==> src/hdl/i2cms_pkg.sv <==
// Shared types and constants for the I2C master bit sequencer.
// Command codes, the queued command record and reset values.
// No dependencies.
package i2cms_pkg;

	localparam logic [2:0] CMD_START    = 3'd0;
	localparam logic [2:0] CMD_STOP     = 3'd1;
	localparam logic [2:0] CMD_WRITE    = 3'd2;
	localparam logic [2:0] CMD_READ     = 3'd3;
	localparam logic [2:0] CMD_READ_ACK = 3'd4;

	localparam logic [7:0] PHASE_TICKS_RST = 8'd36;

	typedef struct packed {
		logic [2:0] command;
		logic [7:0] tx_byte;
		logic       send_nack;
		logic [8:0] line_samples;
	} i2cms_cmd_t;

endpackage

==> src/hdl/i2c_master_bit_sequencer.sv <==
// I2C master bit sequencer: with the queue empty and the phase timer run out, the first
// phase of an accepted command passes the intake, queue and job registers to the output.
// A held phase loads the phase timer with phase_ticks, an unheld phase clears it. After the
// unheld last phase of a read, the next command skips the timer. Output stalls hold phases.
// Phases: start 4, stop 3, write 27, read 21, read acknowledge 3. Commands queue meanwhile.
// Reset: both lines released, phase_ticks 36, queue and output empty.
module i2c_master_bit_sequencer #(
	parameter int QUEUE_DEPTH = 2
) (
	input  logic       clk,
	input  logic       arst_n,
	input  logic       cfg_we,
	input  logic [7:0] cfg_wdata,
	input  logic       in_valid,
	output logic       in_stall,
	input  logic [2:0] command,
	input  logic [7:0] tx_byte,
	input  logic       send_nack,
	input  logic [8:0] line_samples,
	output logic       out_valid,
	input  logic       out_stall,
	output logic       scl_level,
	output logic       sda_level,
	output logic       held,
	output logic [7:0] rx_byte,
	output logic       ack_seen,
	output logic       last
);
	import i2cms_pkg::*;

	logic       push;
	i2cms_cmd_t push_cmd;
	logic       q_full;
	logic       pop;
	logic       q_valid;
	i2cms_cmd_t pop_cmd;

	i2cms_front u_front (
		.clk          (clk),
		.arst_n       (arst_n),
		.in_valid     (in_valid),
		.in_stall     (in_stall),
		.command      (command),
		.tx_byte      (tx_byte),
		.send_nack    (send_nack),
		.line_samples (line_samples),
		.push         (push),
		.push_cmd     (push_cmd),
		.q_full       (q_full)
	);

	i2cms_queue #(
		.DEPTH (QUEUE_DEPTH)
	) u_queue (
		.clk      (clk),
		.arst_n   (arst_n),
		.push     (push),
		.push_cmd (push_cmd),
		.full     (q_full),
		.pop      (pop),
		.q_valid  (q_valid),
		.pop_cmd  (pop_cmd)
	);

	i2cms_back u_back (
		.clk       (clk),
		.arst_n    (arst_n),
		.cfg_we    (cfg_we),
		.cfg_wdata (cfg_wdata),
		.q_valid   (q_valid),
		.pop_cmd   (pop_cmd),
		.pop       (pop),
		.out_valid (out_valid),
		.out_stall (out_stall),
		.scl_level (scl_level),
		.sda_level (sda_level),
		.held      (held),
		.rx_byte   (rx_byte),
		.ack_seen  (ack_seen),
		.last      (last)
	);

endmodule

==> src/hdl/i2cms_front.sv <==
// Command intake stage: accepts transactions, drops unknown commands
// and hands valid ones to the command queue. Depends on i2cms_pkg.
module i2cms_front (
	input  logic               clk,
	input  logic               arst_n,
	input  logic               in_valid,
	output logic               in_stall,
	input  logic [2:0]         command,
	input  logic [7:0]         tx_byte,
	input  logic               send_nack,
	input  logic [8:0]         line_samples,
	output logic               push,
	output i2cms_pkg::i2cms_cmd_t push_cmd,
	input  logic               q_full
);
	import i2cms_pkg::*;

	logic       valid_s1;
	i2cms_cmd_t cmd_s1;
	logic       known;

	assign known    = command inside {CMD_START, CMD_STOP, CMD_WRITE, CMD_READ, CMD_READ_ACK};
	assign in_stall = valid_s1 && q_full;
	assign push     = valid_s1 && !q_full;
	assign push_cmd = cmd_s1;

	always_ff @(posedge clk or negedge arst_n) begin
		if (!arst_n) begin
			valid_s1 <= 1'b0;
		end else if (in_valid && !in_stall) begin
			valid_s1 <= known;
		end else if (push) begin
			valid_s1 <= 1'b0;
		end
	end

	always_ff @(posedge clk) begin
		if (in_valid && !in_stall) begin
			cmd_s1.command      <= command;
			cmd_s1.tx_byte      <= tx_byte;
			cmd_s1.send_nack    <= send_nack;
			cmd_s1.line_samples <= line_samples;
		end
	end

endmodule

==> src/hdl/i2cms_queue.sv <==
// Short command queue between intake and bus sequencer.
// Register based, one read port. Depends on i2cms_pkg.
module i2cms_queue #(
	parameter int DEPTH = 2
) (
	input  logic                  clk,
	input  logic                  arst_n,
	input  logic                  push,
	input  i2cms_pkg::i2cms_cmd_t push_cmd,
	output logic                  full,
	input  logic                  pop,
	output logic                  q_valid,
	output i2cms_pkg::i2cms_cmd_t pop_cmd
);
	import i2cms_pkg::*;

	localparam int AW = (DEPTH > 1) ? $clog2(DEPTH) : 1;
	localparam int CW = $clog2(DEPTH + 1);

	i2cms_cmd_t    mem_q [DEPTH];
	logic [AW-1:0] wr_ptr_q;
	logic [AW-1:0] rd_ptr_q;
	logic [CW-1:0] count_q;
	logic          do_push;
	logic          do_pop;

	assign full    = count_q == CW'(DEPTH);
	assign q_valid = count_q != '0;
	assign pop_cmd = mem_q[rd_ptr_q];
	assign do_push = push && !full;
	assign do_pop  = pop && q_valid;

	always_ff @(posedge clk or negedge arst_n) begin
		if (!arst_n) begin
			wr_ptr_q <= '0;
			rd_ptr_q <= '0;
			count_q  <= '0;
		end else begin
			if (do_push) begin
				wr_ptr_q <= (wr_ptr_q == AW'(DEPTH - 1)) ? '0 : wr_ptr_q + 1'b1;
			end
			if (do_pop) begin
				rd_ptr_q <= (rd_ptr_q == AW'(DEPTH - 1)) ? '0 : rd_ptr_q + 1'b1;
			end
			if (do_push && !do_pop) begin
				count_q <= count_q + 1'b1;
			end else if (do_pop && !do_push) begin
				count_q <= count_q - 1'b1;
			end
		end
	end

	always_ff @(posedge clk) begin
		if (do_push) begin
			mem_q[wr_ptr_q] <= push_cmd;
		end
	end

endmodule

==> src/hdl/i2cms_back.sv <==
// Bus phase sequencer: walks the phase run of one command, tracks the
// line levels, times held phases and drives the output register. Depends on i2cms_pkg.
module i2cms_back (
	input  logic                  clk,
	input  logic                  arst_n,
	input  logic                  cfg_we,
	input  logic [7:0]            cfg_wdata,
	input  logic                  q_valid,
	input  i2cms_pkg::i2cms_cmd_t pop_cmd,
	output logic                  pop,
	output logic                  out_valid,
	input  logic                  out_stall,
	output logic                  scl_level,
	output logic                  sda_level,
	output logic                  held,
	output logic [7:0]            rx_byte,
	output logic                  ack_seen,
	output logic                  last
);
	import i2cms_pkg::*;

	logic [7:0] phase_ticks_q;
	logic       active_q;
	i2cms_cmd_t job_q;
	logic [4:0] step_q;
	logic [1:0] sub_q;
	logic [3:0] grp_q;
	logic       scl_q;
	logic       sda_q;
	logic [7:0] wait_q;

	logic       emit;
	logic       nxt_scl;
	logic       nxt_sda;
	logic       nxt_held;
	logic       nxt_last;
	logic [7:0] nxt_rx;
	logic       nxt_ack;

	assign pop  = !active_q && q_valid;
	assign emit = active_q && (wait_q == '0) && (!out_valid || !out_stall);

	always_comb begin
		nxt_scl  = scl_q;
		nxt_sda  = sda_q;
		nxt_held = 1'b1;
		nxt_last = 1'b0;
		case (job_q.command)
			CMD_START: begin
				case (step_q)
					5'd0:    nxt_sda = 1'b1;
					5'd1:    nxt_scl = 1'b1;
					5'd2:    nxt_sda = 1'b0;
					default: begin
						nxt_scl  = 1'b0;
						nxt_last = 1'b1;
					end
				endcase
			end
			CMD_STOP: begin
				case (step_q)
					5'd0:    nxt_sda = 1'b0;
					5'd1:    nxt_scl = 1'b1;
					default: begin
						nxt_sda  = 1'b1;
						nxt_last = 1'b1;
					end
				endcase
			end
			CMD_WRITE: begin
				case (sub_q)
					2'd0:    nxt_sda = (grp_q == 4'd8) ? 1'b1
						: job_q.tx_byte[3'd7 - grp_q[2:0]];
					2'd1:    nxt_scl = 1'b1;
					default: begin
						nxt_scl  = 1'b0;
						nxt_last = grp_q == 4'd8;
					end
				endcase
			end
			CMD_READ: begin
				if (step_q == 5'd0) begin
					nxt_sda = 1'b1;
				end else if (step_q inside {[5'd1:5'd16]}) begin
					nxt_scl  = step_q[0];
					nxt_held = step_q != 5'd16;
				end else if (step_q == 5'd17) begin
					nxt_sda = job_q.send_nack;
				end else if (step_q == 5'd18) begin
					nxt_scl = 1'b1;
				end else if (step_q == 5'd19) begin
					nxt_scl = 1'b0;
				end else begin
					nxt_sda  = 1'b1;
					nxt_held = 1'b0;
					nxt_last = 1'b1;
				end
			end
			CMD_READ_ACK: begin
				case (step_q)
					5'd0:    nxt_sda = 1'b1;
					5'd1:    nxt_scl = 1'b1;
					default: begin
						nxt_scl  = 1'b0;
						nxt_last = 1'b1;
					end
				endcase
			end
			default: nxt_last = 1'b1;
		endcase
		nxt_rx  = (nxt_last && job_q.command == CMD_READ) ? job_q.line_samples[7:0] : 8'd0;
		nxt_ack = nxt_last && (job_q.command == CMD_WRITE || job_q.command == CMD_READ_ACK)
			&& job_q.line_samples[8];
	end

	always_ff @(posedge clk or negedge arst_n) begin
		if (!arst_n) begin
			phase_ticks_q <= PHASE_TICKS_RST;
			active_q      <= 1'b0;
			step_q        <= '0;
			sub_q         <= '0;
			grp_q         <= '0;
			scl_q         <= 1'b1;
			sda_q         <= 1'b1;
			wait_q        <= '0;
			out_valid     <= 1'b0;
		end else begin
			if (cfg_we) begin
				phase_ticks_q <= cfg_wdata;
			end
			if (pop) begin
				active_q <= 1'b1;
				step_q   <= '0;
				sub_q    <= '0;
				grp_q    <= '0;
			end else if (emit) begin
				active_q <= !nxt_last;
				step_q   <= step_q + 1'b1;
				sub_q    <= (sub_q == 2'd2) ? 2'd0 : sub_q + 1'b1;
				grp_q    <= grp_q + {3'd0, sub_q == 2'd2};
			end
			if (emit) begin
				scl_q     <= nxt_scl;
				sda_q     <= nxt_sda;
				wait_q    <= nxt_held ? phase_ticks_q : 8'd0;
				out_valid <= 1'b1;
			end else begin
				if (wait_q != '0) begin
					wait_q <= wait_q - 1'b1;
				end
				if (!out_stall) begin
					out_valid <= 1'b0;
				end
			end
		end
	end

	always_ff @(posedge clk) begin
		if (pop) begin
			job_q <= pop_cmd;
		end
		if (emit) begin
			scl_level <= nxt_scl;
			sda_level <= nxt_sda;
			held      <= nxt_held;
			rx_byte   <= nxt_rx;
			ack_seen  <= nxt_ack;
			last      <= nxt_last;
		end
	end

endmodule
==> config.mk <==
export PLATFORM = sky130hd
export DESIGN_NAME = i2c_master_bit_sequencer
export DESIGN_NICKNAME = d
export VERILOG_FILES = /design/src/hdl/i2cms_pkg.sv /design/src/hdl/i2c_master_bit_sequencer.sv /design/src/hdl/i2cms_front.sv /design/src/hdl/i2cms_queue.sv /design/src/hdl/i2cms_back.sv
export SDC_FILE = /design/constraint.sdc
export NUM_CORES = 1
export LEC_CHECK = 0
export ABC_AREA = 0
export ABC_CLOCK_PERIOD_IN_PS = 5300
export BUFFER_PORTS_ARGS = -buffer_cell sky130_fd_sc_hd__buf_2
export CAP_MARGIN = 10
export CORE_ASPECT_RATIO = 0.75
export CORE_MARGIN = 10
export CORE_UTILIZATION = 33
export CTS_CLUSTER_DIAMETER = 50
export DETAILED_ROUTE_END_ITERATION = 7
export HOLD_SLACK_MARGIN = 0.05
export PLACE_DENSITY = 0.54
export SLEW_MARGIN = 20
export SYNTH_ARGS = -nofsm -noshare
export SYNTH_HDL_FRONTEND = slang
export SYNTH_SLANG_ARGS = --single-unit
==> constraint.sdc <==
create_clock -name clk -period 5.3 [get_ports clk]
set_clock_uncertainty 0.05 [all_clocks]
set_input_delay 0.795 -clock clk [delete_from_list [all_inputs] [get_ports clk]]
set_output_delay 0.795 -clock clk [all_outputs]
set_load 0.02 [all_outputs]
==> impl_metrics.env <==
export IMPL_share_of_synthesized_flip_flops_with_an_asynchronous_set_or_reset_pct=27.07
export IMPL_netlist_instances=365
export IMPL_final_min_period_over_clock_period_pct=52.00
export IMPL_multi_input_comb_area_um2=1511
export IMPL_routed_wl_met3_um=486
export IMPL_final_cell_mix="edfxtp_1, buf_2, dfrtp_1"
export IMPL_postSynthAreaPerCell_um2=14.88
export IMPL_detailroute_wirelength_met2_mm=4.696
export IMPL_worst_endpoint_required_ns=5.51
export IMPL_path_class="reg -> reg"
export IMPL_wl_per_cell_um=15.79
export IMPL_worst_endpoint_data_arrival_time_ns=2.96
export IMPL_slew_violations=0
export IMPL_sequential_cell_area_um2=3819
export IMPL_antenna_viol_nets_final=0
export IMPL_place_detailed_hpwl_mm=6.577
export IMPL_final_setup_tns_ns=0
export IMPL_syn2layout_area_growth_pct=18.41
export IMPL_synth_top_cells_by_area="edfxtp_1, dfrtp_1, mux2_2, dfstp_2, ha_1"
export IMPL_clockBufferDepth=2
export IMPL_final_hold_viol_count=0
export IMPL_yosysTopAreaCellShare_pct=53.63
export IMPL_post_route_cell_area_um2=6431
export IMPL_coreArea_um2=16070
export IMPL_floorplan_io_pins=49
export IMPL_synthesis_nets=407
export IMPL_postCtsHoldBufs=0
export IMPL_first_global_vias=3274
export IMPL_crit_path_max_incr_delay_ns=0.57
export IMPL_postSynth_topFlopCell="edfxtp_1"
export IMPL_first_pass_grt_wire_length_mm=17.04
export IMPL_wl_met1_mm=4.874
export IMPL_ir_worst_vdd_v=0.0002221
export IMPL_port_buffers=48
export IMPL_yosys_cell_types_count=61
export IMPL_post_route_worst_setup_slack_ns=2.544
export IMPL_synth_largest_area_cell="edfxtp_1"
export IMPL_synth_yosys_seq_area_share_pct=70.31
export IMPL_top_routing_layer_in_use="met4"
export IMPL_post_cts_resized=0
export IMPL_final_common_cell="edfxtp_1"
export IMPL_cp_start_kind="flip-flop"
export IMPL_detailedPlace_worstSlack_ns=2.603
export IMPL_setup_violations_final=0
export IMPL_num_rows=40
export IMPL_power_per_cell_area_nw_per_um2=498.0
export IMPL_die_width_um=168.1
export IMPL_power_leakage_nw=2.359
export IMPL_routed_via_count=3010
export IMPL_clock_transition_at_the_registers_of_the_reported_paths_ns=0.06
export IMPL_ctsHtreeMaxLevel=4
export IMPL_drive_gt1_share_pct=30.70
export IMPL_finalHoldWorstSlack_ns=0.3953
export IMPL_cap_viol_max_count=0
export IMPL_critical_path_endpoint_type="flip-flop"
export IMPL_numCtsBuffers=17
export IMPL_timing_worst_slew_pin_value_ns=1.025
export IMPL_wirelength_mm=10.12
export IMPL_cp_slowest_cell="or4_4"
export IMPL_fillerInstances=1481
export IMPL_start_util_pct=33.81
export IMPL_remaining_drc_errors=0
export IMPL_global_route_total_usage_across_every_layer_pct=9.649
export IMPL_congestion_overflow_gr=0
export IMPL_numClockSinks=133
export IMPL_floorplan_die_area_um2=22040
export IMPL_layout_nets=459
export IMPL_count_of_buffers_added_by_post_cts_timing_repair_for_setup=0
export IMPL_cts_tree="done"
export IMPL_maxSlewHeadroom_pct=31.22
export IMPL_cts_root_buffer="clkbuf_16"
export IMPL_post_synth_edffs=97
export IMPL_finalCriticalPeriod_ns=2.756
export IMPL_placedInstanceArea_um2=5871
export IMPL_critPathMaxFanout=36
export IMPL_synth_area_um2=5431
export IMPL_run_status="finished, final reports clean"
export IMPL_number_of_iterations_in_the_first_detailed_routing_pass=5
export IMPL_place_gp_congestion=0.8259
export IMPL_pnr_total_power_mw=3.203
export IMPL_fmax_mhz=362.9
export IMPL_drtIter0Drc=182
export IMPL_chipHeight_um=131.1
export IMPL_grt_setup_unrepaired="no"
export IMPL_yosysWarningCount=0
export IMPL_grt_antenna_before_repair=1
export IMPL_worst_hold_path_type="reg -> reg"
export IMPL_yosys_register_bits=133
export IMPL_maximum_number_of_pins_on_one_net_before_global_route_repair=37
export IMPL_timing_critical_path_cells="inv_1, ha_1, or3b_4, or4_4, clkinv_2, nand4_1, xor2_1, nor2_1"
export IMPL_insertion_delay_ns=0.41
export IMPL_drt_vias_per_instance=4.696
## logic make-up (layout without fill, tap and decap cells)
kind of cell	after synthesis	count (layout)	synth area share (%)
other cells	0	1	0
flops	133	133	70.31
fa+ha+maj	8	8	1.843
compound gates	53	53	6.681
simple gates	98	98	9.745
mux	32	32	6.819
buf+inv	25	90	2.027
xor+xnor	16	16	2.580
## power breakdown
part	leakage (nW)	total [mW]	switching [mW]	internal, mW
sequential	1.31	1.52	0.166	1.35
clock	0.270	1.10	0.452	0.650
combinational	0.774	0.582	0.297	0.285
## cell type report
type / instances / share of cell area, %
antenna: 1 / 0.03891
timing repair buffer: 48 / 3.735
inverter: 10 / 0.6031
clock inverter: 14 / 1.984
multi-input combinational: 207 / 23.50
clock buffer: 18 / 6.673
sequential: 133 / 59.38
tap: 210 / 4.086
## through the flow
step,utilization [%],std cells
detailed placement,36.54,608
finish,40.03,641
global placement,36.51,608
floorplan,-,365
CTS,40.01,640
global route,40.02,640
## critical path, delay by kind of cell (launching register included)
family | cells | cell delay, ns
flip-flops | 1 | 0.38
adder cells (fa/ha/maj) | 1 | 0.20
XOR/XNOR | 1 | 0.20
AND/OR/NAND/NOR | 4 | 1.24
buffers and inverters | 2 | 0.50
## cell usage after synthesis, types with 8 or more instances
| cell type | number |
|---|---|
| edfxtp_1 | 97 |
| dfrtp_1 | 32 |
| mux2_2 | 30 |
| nand2_1 | 22 |
| nor2_1 | 22 |
| a21oi_1 | 12 |
| o21ai_0 | 12 |
| and2_1 | 9 |
| ha_1 | 8 |
| inv_1 | 8 |
| nor3_1 | 8 |
| xnor2_1 | 8 |
| xor2_1 | 8 |
## flip-flops by register name, summed over array words and instances, names as in the netlist, 2 cells and up
| register | flops |
|---|---|
| u_front.push_cmd | 21 |
| u_queue.count_q | 2 |
| u_queue.mem_q | 42 |
| u_back.step_q | 5 |
| u_back.phase_ticks_q | 8 |
| u_back.sub_q | 2 |
| u_back.grp_q | 4 |
| u_back.job_q | 21 |
| u_back.wait_q | 8 |
| u_back.rx_byte | 8 |
## final timing paths
check | from | to | slack, ns | cells past startpoint
setup / recovery | u_back.wait_q[0] | u_back.step_q[3] | 2.54 | 8
hold / removal | u_front.push_cmd[16] | u_queue.mem_q[1][16] | 0.40 | 0
setup reg to reg | u_back.wait_q[0] | u_back.step_q[3] | 2.54 | 8
hold reg to reg | u_front.push_cmd[16] | u_queue.mem_q[1][16] | 0.40 | 0
max in group asynchronous | arst_n | u_back.grp_q[1] | 4.24 | 1
min in group asynchronous | arst_n | u_back.phase_ticks_q[3] | 0.43 | 1
## routing by layer
layer	up-vias	global-route usage [%]
met1	1466	11.99
met3	6	3.993
met2	73	14.82
li1	1465	-
met5	-	0
met4	0	3.234
Note: power is estimated with default switching activity, not from simulation.
